==> src/sv/tlp_pkg.sv <==
package tlp_pkg;

  typedef enum logic [2:0] {
    ST_IDLE     = 3'd0,
    ST_AMBIG    = 3'd1,
    ST_HELD     = 3'd2,
    ST_NOTAP    = 3'd3,
    ST_TAP      = 3'd4,
    ST_RELEASED = 3'd5
  } gesture_t;

  typedef enum logic [2:0] {
    C_IDLE,
    C_READ,
    C_MUL1,
    C_MUL2,
    C_COMMIT
  } ctrl_state_t;

  localparam logic [1:0] CFG_MAX_MOVE   = 2'd0;
  localparam logic [1:0] CFG_MAX_SPEED  = 2'd1;
  localparam logic [1:0] CFG_LONG_PRESS = 2'd2;

  localparam logic [15:0] MAX_MOVE_RST   = 16'd60;
  localparam logic [15:0] MAX_SPEED_RST  = 16'd1024;
  localparam logic [15:0] LONG_PRESS_RST = 16'd500;

  typedef struct packed {
    gesture_t    st;
    logic [15:0] x;
    logic [15:0] y;
    logic [31:0] stamp;
  } entry_t;

  typedef struct packed {
    logic capture;
    logic mul1;
    logic mul2;
    logic commit;
  } ctrl_cmd_t;

  typedef struct packed {
    logic out_blocked;
  } dp_status_t;

endpackage

==> src/sv/tlp_ctrl.sv <==
module tlp_ctrl import tlp_pkg::*; (
  input  logic       clk,
  input  logic       rst_n,
  input  logic       in_valid,
  output logic       in_stall,
  input  dp_status_t status,
  output ctrl_cmd_t  cmd
);

  ctrl_state_t state_r, state_nxt;

  always_ff @(posedge clk) begin
    if (!rst_n) begin
      state_r <= C_IDLE;
    end else begin
      state_r <= state_nxt;
    end
  end

  always_comb begin
    state_nxt = state_r;
    case (state_r)
      C_IDLE:   if (in_valid) state_nxt = C_READ;
      C_READ:   state_nxt = C_MUL1;
      C_MUL1:   state_nxt = C_MUL2;
      C_MUL2:   state_nxt = C_COMMIT;
      C_COMMIT: if (!status.out_blocked) state_nxt = C_IDLE;
      default:  state_nxt = C_IDLE;
    endcase
  end

  always_comb begin
    in_stall    = 1'b1;
    cmd.capture = 1'b0;
    cmd.mul1    = 1'b0;
    cmd.mul2    = 1'b0;
    cmd.commit  = 1'b0;
    case (state_r)
      C_IDLE: begin
        in_stall    = 1'b0;
        cmd.capture = in_valid;
      end
      C_MUL1:   cmd.mul1 = 1'b1;
      C_MUL2:   cmd.mul2 = 1'b1;
      C_COMMIT: cmd.commit = !status.out_blocked;
      default: ;
    endcase
  end

endmodule

==> config.mk <==
export PLATFORM = sky130hd
export DESIGN_NAME = tlp_ctrl
export DESIGN_NICKNAME = d
export VERILOG_FILES = /design/src/sv/tlp_pkg.sv /design/src/sv/tlp_ctrl.sv
export SDC_FILE = /design/constraint.sdc
export NUM_CORES = 1
export LEC_CHECK = 0
export ABC_AREA = 1
export BUFFER_PORTS_ARGS = -buffer_cell sky130_fd_sc_hd__buf_2
export CAP_MARGIN = 40
export CORE_AREA = 2 2 39 41
export DETAILED_ROUTE_END_ITERATION = 10
export DIE_AREA = 0 0 41 43
export HOLD_SLACK_MARGIN = 0.1
export PLACE_DENSITY = 0.31
export SLEW_MARGIN = 20
export SYNTH_ARGS = -nofsm -noshare
export SYNTH_HDL_FRONTEND = slang
export SYNTH_SLANG_ARGS = --single-unit
export TNS_END_PERCENT = 1
==> constraint.sdc <==
create_clock -name clk -period 1.9 [get_ports clk]
set_input_delay 0 -clock clk [delete_from_list [all_inputs] [get_ports clk]]
set_output_delay 0 -clock clk [all_outputs]
set_load 0.05 [all_outputs]
==> summary.txt <==
Final net count -> 42
Status -> finished, final reports clean
Final Hold Fails -> 0
Kind of critical path -> reg -> out
GRT Overall Usage -> 7.01%
CTS Sinks -> 3
Most common cell in the netlist -> inv_1
Layout cell share with drive strength beyond 1 -> 40.5%
Lkg Pwr -> 0.140 nW
Largest net degree at the start of global routing -> 7
Area growth syn-to-layout -> 73.2%
Initial Util -> 11.1%
Vias -> 203
Worst-case clock skew -> 1.76 ps
DIE AREA -> 1760 µm²
H-tree levels -> 1
Critical Path RT -> 1900 ps
Critical path's slowest cell -> dfxtp_1
Worst slew pin tran -> 251 ps
Remaining DRCs -> 0
Cell variety after synth -> 11
Syn_nets -> 27
Crit-path max cell delay -> 390 ps
Clock root cell -> clkbuf_4
Synth area leaders -> dfxtp_1 39%, nand3_1 9.8%, inv_1 9.8%
FFs w/ async S/R, synth -> 0%
Die extent in x -> 41 µm
Avg Cell Area, Syn -> 6.69 µm²
Routed Antenna Nets -> 0
CP Capture Point -> cmd[0]
Io pins -> 9
Most common flop cell mapped by yosys -> dfxtp_1
Final worst-path setup slack -> 699 ps
First-pass GRT wire length -> 731 µm
Synthesis-stage register bit count -> 3
CTS tree -> done
Sequential share of the synthesized area -> 39.0%
Setup bufs post-CTS -> 0
Pwr/cell area -> 1080 nW/µm²
Global route overflow -> 0
CP Max Fanout -> 4
Via density -> 3.83
DR WL/cell -> 8.21 µm
Finished Cell Area -> 267 µm²
Type of the worst min-delay path -> in -> reg
Worst r2r src -> state_r[0]
Syn Inst Count -> 23
Largest register FFs -> 3
Max-slew violation count -> 0
Reg2Reg Setup Slack -> 1030 ps
Core ar. -> 1380 µm²
Final setup viols -> 0
Crit path cell chain -> inv_2, nor4_2, buf_2
Post-synth top area cell -> dfxtp_1
Post-synth top cells -> 4 x inv_1, 3 x dfxtp_1, 3 x nand2_1, 3 x nand3_1, 3 x nor2_1
Synth top area share -> 39.0%
TritonRoute pass-1 iters -> 2
Worst path arrival time -> 1200 ps
Antenna violations before repair -> 0
Placed Area -> 220 µm²
Largest delay contributor family on the critical path -> flip-flops
Clk_lat worst skew -> 230 ps
Final min period -> 1200 ps
Setup TNS -> 0 ps
Biggest regs -> state_r x3
Peak Freq -> 0.832 GHz
RSZ-0062 raised after global routing -> false
EDFF count, synth -> 0
Syn Std Cell Area -> 154 µm²
CTS clock-pin slew for the worst setup and hold paths -> 40 ps
Longest Clk Path Bufs -> 2
Post-CTS sizing -> 0
Setup WS pre-CTS -> 933 ps
Die Span Y -> 43 µm
IR drop worst, VDD -> 0.369 mV
Dpl hpwl -> 344 µm
Cts bufs inserted -> 3
Crit. path cell count -> 3
DRT iter0 DRCs -> 2
Worst Hold Slack -> 149 ps
Crit end category -> primary output
RR Endpoint -> state_r[0]
CP startpoint kind -> register
WP buf/inv -> 2
Worst R2R Path Depth -> 4
Gpl congestion -> 0.704
Crit share post-route -> 63.2%
Maxcap violations -> 0
Number of global-route vias before repair -> 184
WL final -> 435 µm
Site Rows -> 14
Reg with most FFs -> state_r
Fillcell total -> 166
Synth warn -> 0
# diodes -> 0
Slew Limit Headroom -> 83.4%
Worst setup path startpoint -> state_r[2]
# port buffers -> 8
final cells by class:
class | instances | area, µm² | area share, %
clock buffers | 4 | 26.3 | 9.86
inverters | 5 | 18.8 | 7.04
multi-input cells | 15 | 81.3 | 30.5
flip-flops and latches | 3 | 60.1 | 22.5
well taps | 16 | 20.0 | 7.51
repair buffers | 10 | 60.1 | 22.5
through the flow:
stage	std cells	power [mW]	utilization, %
after floorplan	23	0.154	-
after global placement	47	0.177	15.9
after detailed placement	47	0.176	15.9
after CTS	53	0.298	19.3
after global routing	53	0.319	19.3
final	53	0.289	19.3
what timing repair did:
item                                    CTS  global route
endpoints found under the setup margin    0             0
hold endpoints to repair                  3             0
hold buffers                              2             0
worst min path at each step:
stage,from,endpoint,slack (ps),depth (start not counted)
floorplan,status,cmd[0],90,1
global placement,rst_n,state_r[0],260,3
detailed placement,rst_n,state_r[0],260,3
CTS,in_valid,state_r[0],150,5
global route,in_valid,state_r[0],180,5
finish,in_valid,state_r[0],150,5
where the power goes:
part           internal [mW]  total, mW  switching [mW]
clock network         0.0787      0.111          0.0326
registers             0.0705     0.0823          0.0117
logic                 0.0255     0.0954          0.0699
total                  0.175      0.289           0.114
cell usage in the layout (no fill, tap or decap), drive strengths merged:
master,synthesis,routed
inv,5,5
nand3,4,4
a21oi,1,1
buf,0,8
nand2,3,3
dlygate4sd3,0,2
nor2,4,4
nor3,2,2
clkbuf,0,4
dfxtp,3,3
nor4,1,1
cell families after synthesis:
logic type | Yosys count | share of synthesized area (%)
buf+inv | 5 | 12.2
compound gates | 1 | 3.25
flops | 3 | 39.0
simple gates | 14 | 45.5
worst min-delay path, cell delays in order:
cell and delay, ps:
buf_2 70, inv_1 40, nand3_1 70, nand3_1 80
nor2_1 80
layer usage:
metal	GRT usage, %	routed length (µm)
met3	7.85	73
met2	8.75	186
met4	4.00	0
met1	6.69	175
met5	0	0
Note: power is estimated with default switching activity, not from simulation.
